## src/design/first_fit_block_allocator_defines.svh

```systemverilog
`ifndef FIRST_FIT_BLOCK_ALLOCATOR_DEFINES_SVH
`define FIRST_FIT_BLOCK_ALLOCATOR_DEFINES_SVH

// Assertion helpers for the allocator. They expect clk and rst_n in scope.

// The condition must hold at every clock edge outside reset.
`define FFBA_ASSERT_ALWAYS(lbl, cond, msg) \
  lbl: assert property (@(posedge clk) disable iff (!rst_n) (cond)) else $error(msg);

// The consequent must hold in the same cycle as the antecedent.
`define FFBA_ASSERT_SAME(lbl, ante, cons, msg) \
  lbl: assert property (@(posedge clk) disable iff (!rst_n) (ante) |-> (cons)) else $error(msg);

// The consequent must hold in the cycle after the antecedent.
`define FFBA_ASSERT_NEXT(lbl, ante, cons, msg) \
  lbl: assert property (@(posedge clk) disable iff (!rst_n) (ante) |=> (cons)) else $error(msg);

`endif

```

## src/design/ffba_pkg.sv

```systemverilog
`default_nettype none

package ffba_pkg;

  localparam int MAX_SEGMENTS_DEF = 64;
  localparam int ADDR_BITS_DEF    = 16;

  localparam int STATUS_W = 3;
  typedef logic [STATUS_W-1:0] status_t;

  localparam status_t STATUS_OK        = 3'd0;
  localparam status_t STATUS_NO_FIT    = 3'd1;
  localparam status_t STATUS_FULL      = 3'd2;
  localparam status_t STATUS_ZERO      = 3'd3;
  localparam status_t STATUS_NOT_FOUND = 3'd4;

  localparam logic ACTION_ALLOC = 1'b0;
  localparam logic ACTION_FREE  = 1'b1;

  // Register map: one register, selected by paddr[2].
  localparam int  CFG_ADDR_W            = 3;
  localparam int  CFG_DATA_W            = 32;
  localparam logic REG_IDX_MEMORY_SIZE  = 1'b0;

  localparam logic [31:0] MEMORY_SIZE_RESET = 32'd65535;

endpackage

`default_nettype wire

```

## src/design/ffba_ram.sv

```systemverilog
`default_nettype none

module ffba_ram #(
  parameter int WIDTH = 33,
  parameter int DEPTH = 64
) (
  input  wire logic                       clk,
  input  wire logic                       wr_en,
  input  wire logic [$clog2(DEPTH)-1:0]   wr_addr,
  input  wire logic [WIDTH-1:0]           wr_data,
  input  wire logic [$clog2(DEPTH)-1:0]   rd_addr,
  output logic      [WIDTH-1:0]           rd_data
);

  logic [WIDTH-1:0] mem_r [DEPTH];

  always_ff @(posedge clk) begin
    if (wr_en) begin
      mem_r[wr_addr] <= wr_data;
    end
    rd_data <= mem_r[rd_addr];
  end

endmodule

`default_nettype wire

```

## src/design/first_fit_block_allocator.sv

```systemverilog
// Channel   Ports                                             Direction
// input     in_valid, in_stall, in_action, in_request_size,   request in
//           in_free_address
// result    out_valid, out_stall, out_status, out_address     one result per request
// config    psel, penable, pwrite, paddr, pwdata, prdata,      memory_size at 0x0
//           pready
//
// A request of zero size goes straight to its result. Otherwise the scan reads one table entry
// per cycle, a split then moves every later entry up by one at the same pace, then two writes,
// and the result step loads the output register.
// Reset (rst_n, synchronous) leaves one free segment over the whole memory; no clearing pass.
// in_stall is high from acceptance until the result is loaded into the output register, which
// holds the transfer while out_stall is high.
`default_nettype none

`include "first_fit_block_allocator_defines.svh"

module first_fit_block_allocator #(
  parameter int MAX_SEGMENTS = ffba_pkg::MAX_SEGMENTS_DEF,
  parameter int ADDR_BITS    = ffba_pkg::ADDR_BITS_DEF
) (
  input  wire logic                              clk,
  input  wire logic                              rst_n,
  input  wire logic                              in_valid,
  output logic                                   in_stall,
  input  wire logic                              in_action,
  input  wire logic [ADDR_BITS-1:0]              in_request_size,
  input  wire logic [ADDR_BITS-1:0]              in_free_address,
  output logic                                   out_valid,
  input  wire logic                              out_stall,
  output ffba_pkg::status_t                      out_status,
  output logic      [ADDR_BITS-1:0]              out_address,
  input  wire logic                              psel,
  input  wire logic                              penable,
  input  wire logic                              pwrite,
  input  wire logic [ffba_pkg::CFG_ADDR_W-1:0]   paddr,
  input  wire logic [ffba_pkg::CFG_DATA_W-1:0]   pwdata,
  output logic      [ffba_pkg::CFG_DATA_W-1:0]   prdata,
  output logic                                   pready
);

  import ffba_pkg::*;

  localparam int IW = $clog2(MAX_SEGMENTS);
  localparam int CW = $clog2(MAX_SEGMENTS + 1);
  localparam int EW = 2 * ADDR_BITS + 1;

  localparam logic [2:0] S_IDLE   = 3'd0;
  localparam logic [2:0] S_SCAN   = 3'd1;
  localparam logic [2:0] S_SHIFT  = 3'd2;
  localparam logic [2:0] S_SPLIT  = 3'd3;
  localparam logic [2:0] S_SPLIT2 = 3'd4;
  localparam logic [2:0] S_FIN    = 3'd5;

  logic [2:0]           state_r, state_nxt;
  logic                 action_r, action_nxt;
  logic [ADDR_BITS-1:0] req_r, req_nxt;
  logic [ADDR_BITS-1:0] fa_r, fa_nxt;
  logic [IW-1:0]        idx_r, idx_nxt;
  logic [IW-1:0]        k_r, k_nxt;
  logic [CW-1:0]        count_r, count_nxt;
  logic                 init_r, init_nxt;
  logic [ADDR_BITS-1:0] memsize_r, memsize_nxt;
  logic [ADDR_BITS-1:0] hit_start_r, hit_start_nxt;
  logic [ADDR_BITS-1:0] hit_size_r, hit_size_nxt;
  status_t              status_r, status_nxt;
  logic [ADDR_BITS-1:0] result_addr_r, result_addr_nxt;
  logic                 out_valid_r, out_valid_nxt;
  status_t              out_status_r, out_status_nxt;
  logic [ADDR_BITS-1:0] out_address_r, out_address_nxt;

  logic                 wr_en;
  logic [IW-1:0]        wr_addr;
  logic [EW-1:0]        wr_data;
  logic [IW-1:0]        rd_addr;
  logic [EW-1:0]        rd_data;

  logic                 cfg_wr;
  logic [ADDR_BITS-1:0] cur_start;
  logic [ADDR_BITS-1:0] cur_size;
  logic                 cur_used;
  logic [CW-1:0]        idx_plus;
  logic                 last_entry;
  logic                 alloc_hit;
  logic                 free_hit;
  logic [ADDR_BITS-1:0] split_start;
  logic [ADDR_BITS-1:0] split_size;

  ffba_ram #(
    .WIDTH (EW),
    .DEPTH (MAX_SEGMENTS)
  ) u_seg_ram (
    .clk     (clk),
    .wr_en   (wr_en),
    .wr_addr (wr_addr),
    .wr_data (wr_data),
    .rd_addr (rd_addr),
    .rd_data (rd_data)
  );

  assign cfg_wr = psel && penable && pwrite && pready && (paddr[2] == REG_IDX_MEMORY_SIZE);
  assign pready = 1'b1;
  assign prdata = (paddr[2] == REG_IDX_MEMORY_SIZE) ? CFG_DATA_W'(memsize_r) : '0;

  // Until entry 0 is first written it stands for the whole memory, free.
  always_comb begin
    if (init_r && (idx_r == '0)) begin
      cur_start = '0;
      cur_size  = memsize_r;
      cur_used  = 1'b0;
    end else begin
      cur_start = rd_data[EW-1 -: ADDR_BITS];
      cur_size  = rd_data[ADDR_BITS:1];
      cur_used  = rd_data[0];
    end
  end

  assign idx_plus    = CW'(idx_r) + CW'(1);
  assign last_entry  = idx_plus >= count_r;
  assign alloc_hit   = !cur_used && (cur_size >= req_r);
  assign free_hit    = cur_used && (cur_start == fa_r);
  assign split_start = hit_start_r + req_r;
  assign split_size  = hit_size_r - req_r;

  always_comb begin
    state_nxt       = state_r;
    action_nxt      = action_r;
    req_nxt         = req_r;
    fa_nxt          = fa_r;
    idx_nxt         = idx_r;
    k_nxt           = k_r;
    count_nxt       = count_r;
    init_nxt        = init_r;
    memsize_nxt     = memsize_r;
    hit_start_nxt   = hit_start_r;
    hit_size_nxt    = hit_size_r;
    status_nxt      = status_r;
    result_addr_nxt = result_addr_r;
    out_valid_nxt   = out_valid_r && out_stall;
    out_status_nxt  = out_status_r;
    out_address_nxt = out_address_r;
    wr_en           = 1'b0;
    wr_addr         = idx_r;
    wr_data         = '0;
    rd_addr         = idx_r;

    case (state_r)
      S_IDLE: begin
        if (in_valid) begin
          action_nxt = in_action;
          req_nxt    = in_request_size;
          fa_nxt     = in_free_address;
          if ((in_action == ACTION_ALLOC) && (in_request_size == '0)) begin
            status_nxt      = STATUS_ZERO;
            result_addr_nxt = '0;
            state_nxt       = S_FIN;
          end else begin
            idx_nxt   = '0;
            rd_addr   = '0;
            state_nxt = S_SCAN;
          end
        end
      end
      S_SCAN: begin
        if ((action_r == ACTION_ALLOC) && alloc_hit) begin
          if (cur_size == req_r) begin
            wr_en           = 1'b1;
            wr_data         = {cur_start, cur_size, 1'b1};
            status_nxt      = STATUS_OK;
            result_addr_nxt = cur_start;
            state_nxt       = S_FIN;
          end else if (count_r == CW'(MAX_SEGMENTS)) begin
            status_nxt      = STATUS_FULL;
            result_addr_nxt = '0;
            state_nxt       = S_FIN;
          end else begin
            hit_start_nxt = cur_start;
            hit_size_nxt  = cur_size;
            if (count_r > idx_plus) begin
              // Entries after the hit move up by one, highest first.
              k_nxt     = IW'(count_r - CW'(1));
              rd_addr   = IW'(count_r - CW'(1));
              state_nxt = S_SHIFT;
            end else begin
              state_nxt = S_SPLIT;
            end
          end
        end else if ((action_r == ACTION_FREE) && free_hit) begin
          wr_en           = 1'b1;
          wr_data         = {cur_start, cur_size, 1'b0};
          status_nxt      = STATUS_OK;
          result_addr_nxt = '0;
          state_nxt       = S_FIN;
        end else if (last_entry) begin
          status_nxt      = (action_r == ACTION_ALLOC) ? STATUS_NO_FIT : STATUS_NOT_FOUND;
          result_addr_nxt = '0;
          state_nxt       = S_FIN;
        end else begin
          idx_nxt = idx_r + IW'(1);
          rd_addr = idx_r + IW'(1);
        end
      end
      S_SHIFT: begin
        wr_en   = 1'b1;
        wr_addr = k_r + IW'(1);
        wr_data = rd_data;
        if (CW'(k_r) > idx_plus) begin
          k_nxt   = k_r - IW'(1);
          rd_addr = k_r - IW'(1);
        end else begin
          state_nxt = S_SPLIT;
        end
      end
      S_SPLIT: begin
        wr_en     = 1'b1;
        wr_addr   = idx_r + IW'(1);
        wr_data   = {split_start, split_size, 1'b0};
        state_nxt = S_SPLIT2;
      end
      S_SPLIT2: begin
        wr_en           = 1'b1;
        wr_data         = {hit_start_r, req_r, 1'b1};
        count_nxt       = count_r + CW'(1);
        status_nxt      = STATUS_OK;
        result_addr_nxt = hit_start_r;
        state_nxt       = S_FIN;
      end
      S_FIN: begin
        if (!out_valid_r || !out_stall) begin
          out_valid_nxt   = 1'b1;
          out_status_nxt  = status_r;
          out_address_nxt = result_addr_r;
          state_nxt       = S_IDLE;
        end
      end
      default: begin
        state_nxt = S_IDLE;
      end
    endcase

    if (wr_en && (wr_addr == '0)) begin
      init_nxt = 1'b0;
    end

    // A write of memory_size rebuilds the table as one free segment.
    if (cfg_wr) begin
      memsize_nxt = pwdata[ADDR_BITS-1:0];
      count_nxt   = CW'(1);
      init_nxt    = 1'b1;
    end
  end

  always_ff @(posedge clk) begin
    if (!rst_n) begin
      state_r     <= S_IDLE;
      count_r     <= CW'(1);
      init_r      <= 1'b1;
      memsize_r   <= MEMORY_SIZE_RESET[ADDR_BITS-1:0];
      out_valid_r <= 1'b0;
    end else begin
      state_r     <= state_nxt;
      count_r     <= count_nxt;
      init_r      <= init_nxt;
      memsize_r   <= memsize_nxt;
      out_valid_r <= out_valid_nxt;
    end
  end

  always_ff @(posedge clk) begin
    action_r      <= action_nxt;
    req_r         <= req_nxt;
    fa_r          <= fa_nxt;
    idx_r         <= idx_nxt;
    k_r           <= k_nxt;
    hit_start_r   <= hit_start_nxt;
    hit_size_r    <= hit_size_nxt;
    status_r      <= status_nxt;
    result_addr_r <= result_addr_nxt;
    out_status_r  <= out_status_nxt;
    out_address_r <= out_address_nxt;
  end

  assign in_stall    = (state_r != S_IDLE);
  assign out_valid   = out_valid_r;
  assign out_status  = out_status_r;
  assign out_address = out_address_r;

  `FFBA_ASSERT_ALWAYS(a_count_range, (count_r != '0) && (count_r <= CW'(MAX_SEGMENTS)), "segment count out of range")
  `FFBA_ASSERT_SAME(a_result_from_fin, $rose(out_valid_r), $past(state_r) == S_FIN, "result raised outside the final step")
  `FFBA_ASSERT_NEXT(a_split_grows, (state_r == S_SPLIT2) && !cfg_wr, count_r == $past(count_r) + CW'(1), "split did not add a segment")

endmodule

`default_nettype wire
```

## config.mk

```make
export PLATFORM = sky130hd
export DESIGN_NAME = first_fit_block_allocator
export DESIGN_NICKNAME = d
export VERILOG_FILES = /design/src/design/ffba_pkg.sv /design/src/design/ffba_ram.sv /design/src/design/first_fit_block_allocator.sv
export VERILOG_INCLUDE_DIRS = /design/src /design/src/design
export SDC_FILE = /design/constraint.sdc
export NUM_CORES = 2
export LEC_CHECK = 0
export BUFFER_PORTS_ARGS = -buffer_cell sky130_fd_sc_hd__buf_2
export CAP_MARGIN = 10
export CORE_MARGIN = 1
export CORE_UTILIZATION = 30
export CTS_BUF_LIST = sky130_fd_sc_hd__clkbuf_8 sky130_fd_sc_hd__clkbuf_16
export CTS_CLUSTER_SIZE = 14
export DETAILED_ROUTE_END_ITERATION = 8
export PLACE_DENSITY = 0.53
export SETUP_SLACK_MARGIN = 0.02
export SLEW_MARGIN = 20
export SYNTH_ARGS = -nofsm -noshare
export SYNTH_HDL_FRONTEND = slang
export SYNTH_SLANG_ARGS = --single-unit
export TNS_END_PERCENT = 100
```

## constraint.sdc

```tcl
create_clock -name clk -period 19 [get_ports clk]
set_clock_uncertainty 0.2 [all_clocks]
set_input_delay 2.85 -clock clk [delete_from_list [all_inputs] [get_ports clk]]
set_output_delay 2.85 -clock clk [all_outputs]
set_load 0.02 [all_outputs]
```

==> metrics.md <==
| Metric | Value |
|---|---|
| Status | complete, no violations |
| # DRC | 0 |
| Sequential-to-total area share from yosys stat | 74.0% |
| Routed wire length | 282,000 µm |
| Final setup viols | 0 |
| Post-CTS repair timing setup buffer count | 0 |
| Commonest cells post-synth | 2,227 x edfxtp_1, 1,256 x nand2_1, 395 x mux2i_1, 342 x a21oi_1, 221 x clkbuf_1 |
| Die H | 556 µm |
| Fin crit period | 10.62 ns |
| F_max | 94.1 MHz |
| # rows | 202 |
| Die ar. | 0.309 mm² |
| Xor/xnor cell area share of the yosys netlist | 0.533% |
| Count leader, synth | edfxtp_1 |
| Clock transition at the registers of the reported paths | 0.07 ns |
| Worst Path Arrival | 11.19 ns |
| Gr ovfl total | 0 |
| Ys Warns | 0 |
| HPWL after DPL | 154,000 µm |
| Post-cts sizing count | 0 |
| Final Hold Fails | 0 |
| Hold buffers post-CTS | 0 |
| Power Dens Cells | 173 mW/mm² |
| I/O pin count | 129 |
| Critical path startpoint category | flop |
| Vias per inst | 5.20 |
| Depth of the CTS H-tree | 4 |
| Synth Area in Simple Gates | 9.22% |
| Grt met3 use | 2.77% |
| Clk Tree Root Cell | clkbuf_16 |
| M2 GR Usage | 28.1% |
| Met1 usage | 24.6% |
| Area Growth Syn to Fin | 14.3% |
| Post-route ant nets | 0 |
| Delay-heaviest family, CP | simple AND/OR/NAND/NOR gates |
| First-pass GRT wire length | 396,000 µm |
| Critical Path Slowest Stage Cell | nor4_1 |
| Avg Inst Size Synth | 14.3 µm² |
| Reg2reg path depth | 24 |
| Final Max Tran Viols | 0 |
| Main area contributors after synthesis | edfxtp_1 73%, nand2_1 5.1%, mux2i_1 4.3%, a21oi_1 1.9%, dfxtp_1 1.3% |
| Final hold slack | 0.225 ns |
| Clock buffer depth | 3 |
| TritonCTS Buffers | 227 |
| Synthesis-stage register bit count | 2,288 |
| Share of layout cells above drive strength 1 | 10.5% |
| Worst-margin pin slew | 1.19 ns |
| Clock sinks | 2,288 |
| Post-Syn Instances | 6,437 |
| Mux contribution to synthesized area | 4.36% |
| Worst path buffer plus inverter count | 6 |
| Most used DFF post-synth | edfxtp_1 |
| Post-Route Setup TNS | 0 ns |
| Critical path cell sequence | inv_1, ha_1, nor4bb_4, nand2_1, buf_4, mux2i_1, inv_1, ha_1, nand4_1, or3_1, a31oi_1, a2111o_1, o211ai_1, or3_1, nand4_4, buf_12, nand2_8, buf_4, nand2_8, buf_4, a21oi_1, nor4_1, nand3_1, a311o_1 |
| Total number of vias | 56.2k |
| Leak pwr | 35.2 nW |
| RSZ-0062 raised after global routing | no |
| WHS Path Cells | 0 |
| Vias in the first global route | 53.1k |
| Number of port buffers | 93 |
| CP dominant cell by count | buf_4 |
| Post-synth EDFFs | 2,227 |
| Critical path's largest stage delay | 0.88 ns |
| Initial DRT Pass Iterations | 6 |
| Die width | 556 µm |
| Yosys top cell by area | edfxtp_1 |
| Layout Nets | 6,661 |
| CTS tree | done |
| Largest net degree at the start of global routing | 186 |
| Initial drt markers | 6,499 |
| Number of max-cap violations | 0 |
| Crit. End Element | flop |
| Antenna violations before repair | 17 |
| Final period util | 55.9% |
| Ys async rst share | 0% |
| Initial Util | 30.3% |
| Critical path required time | 19.57 ns |
| Post-synth top area share | 72.7% |
| Adder and majority gate portion of the synthesized area | 0.941% |
| Maximum VDD drop | 0.000196 V |
| Final GP Congestion | 0.886 |
| Stages on the worst setup path | 24 |
| Most Used Layer, Global Route | met2 |
| Critical path peak fanout | 145 |
| HP Class | reg -> reg |
| Synth Area in Compound Gates | 8.56% |
| Mean routed wirelength per cell | 26.1 µm |
| Yosys cell types | 85 |
| Mapped Area | 0.0920 mm² |
| Core area | 0.304 mm² |
| Crit Path Category | reg -> reg |
| All-Layer GR Usage | 17.8% |
| Largest family of logic cells by synthesized area | simple AND/OR/NAND/NOR gates |
| Slew headroom | 20.6% |
| Clock Latency Late Sink | 0.89 ns |
==> report_power, final <==
part,internal (W),switching [W],total (W)
Sequential,0.00609,0.000175,0.00626
Combinational,0.00197,0.00566,0.00763
Clock,0.00237,0.00191,0.00427
==> sequential cells by signal, indices dropped and copies added, names as in the netlist, 6 cells and up <==
signal,count
u_seg_ram.mem_r,2112
u_seg_ram.rd_data,33
fa_r,16
hit_size_r,16
hit_start_r,16
memsize_r,16
out_address,16
req_r,16
result_addr_r,16
count_r,7
idx_r,6
k_r,6
==> cell usage in the layout (no fill, tap or decap), drive strengths merged, types with 130 or more instances in the layout <==
cell,n
nand2,1260
a211oi,138
and3,136
edfxtp,2227
a21oi,343
mux2i,395
nand3,205
nor2,130
clkbuf,238
buf,259
o22ai,172
inv,131
==> per-layer routing <==
metal | vias to the layer above | part of all wire (%)
met5 | - | 0.0032
met4 | 2 | 3.7
met3 | 411 | 7.1
met2 | 2090 | 46
met1 | 28902 | 43
li1 | 24765 | -
==> cell type report <==
class	count	area, µm²
Fill cell	28996	199000
Sequential cell	2288	68100
Multi-Input combinational cell	3680	22700
Clock buffer	238	5850
Tap cell	4080	5100
Timing Repair Buffer	259	1860
Clock inverter	185	1250
Inverter	62	233
Antenna cell	9	22.5
==> worst register-to-register path: cells and delay by family, from the launching register on <==
kind | cells | cell delay, ns
AO/OA/AOI/OAI | 5 | 1.41
AND/OR/NAND/NOR | 10 | 4.60
flip-flops | 1 | 0.56
multiplexers | 1 | 0.38
buffers and inverters | 6 | 2.83
adder cells (fa/ha/maj) | 2 | 0.55
==> per-stage QoR <==
stage	setup WS, ns	cell area [µm²]	instances	utilization [%]	total power, W
finish	8.38	105000	10801	34.6	0.0182
global route	8.08	105000	10793	34.6	0.0188
CTS	8.52	105000	10790	34.6	0.0182
detailed placement	8.53	98000	10367	32.2	0.0139
global placement	8.60	97900	10364	32.2	0.0139
floorplan	11.81	92100	6452	-	0.0107
==> worst paths after layout <==
path,start,to,slack (ns)
worst max-delay path,idx_r[0]$_DFFE_PP_,u_seg_ram.rd_data[9]$_DFF_P_,8.38
worst min-delay path,result_addr_r[2]$_DFFE_PP_,out_address[2]$_DFFE_PP_,0.22
worst max register to register,idx_r[0]$_DFFE_PP_,u_seg_ram.rd_data[9]$_DFF_P_,8.38
worst min register to register,result_addr_r[2]$_DFFE_PP_,out_address[2]$_DFFE_PP_,0.22
==> logic make-up after synthesis <==
family | count (synthesis)
AOI/OAI and AO/OA | 1194
and+or+nand+nor | 1947
xor gates and xnor gates | 56
other | 2
adders and majority gates | 68
buffers and inverters | 484
DFF | 2288
muxes | 398
(Power assumes the default switching activity.)
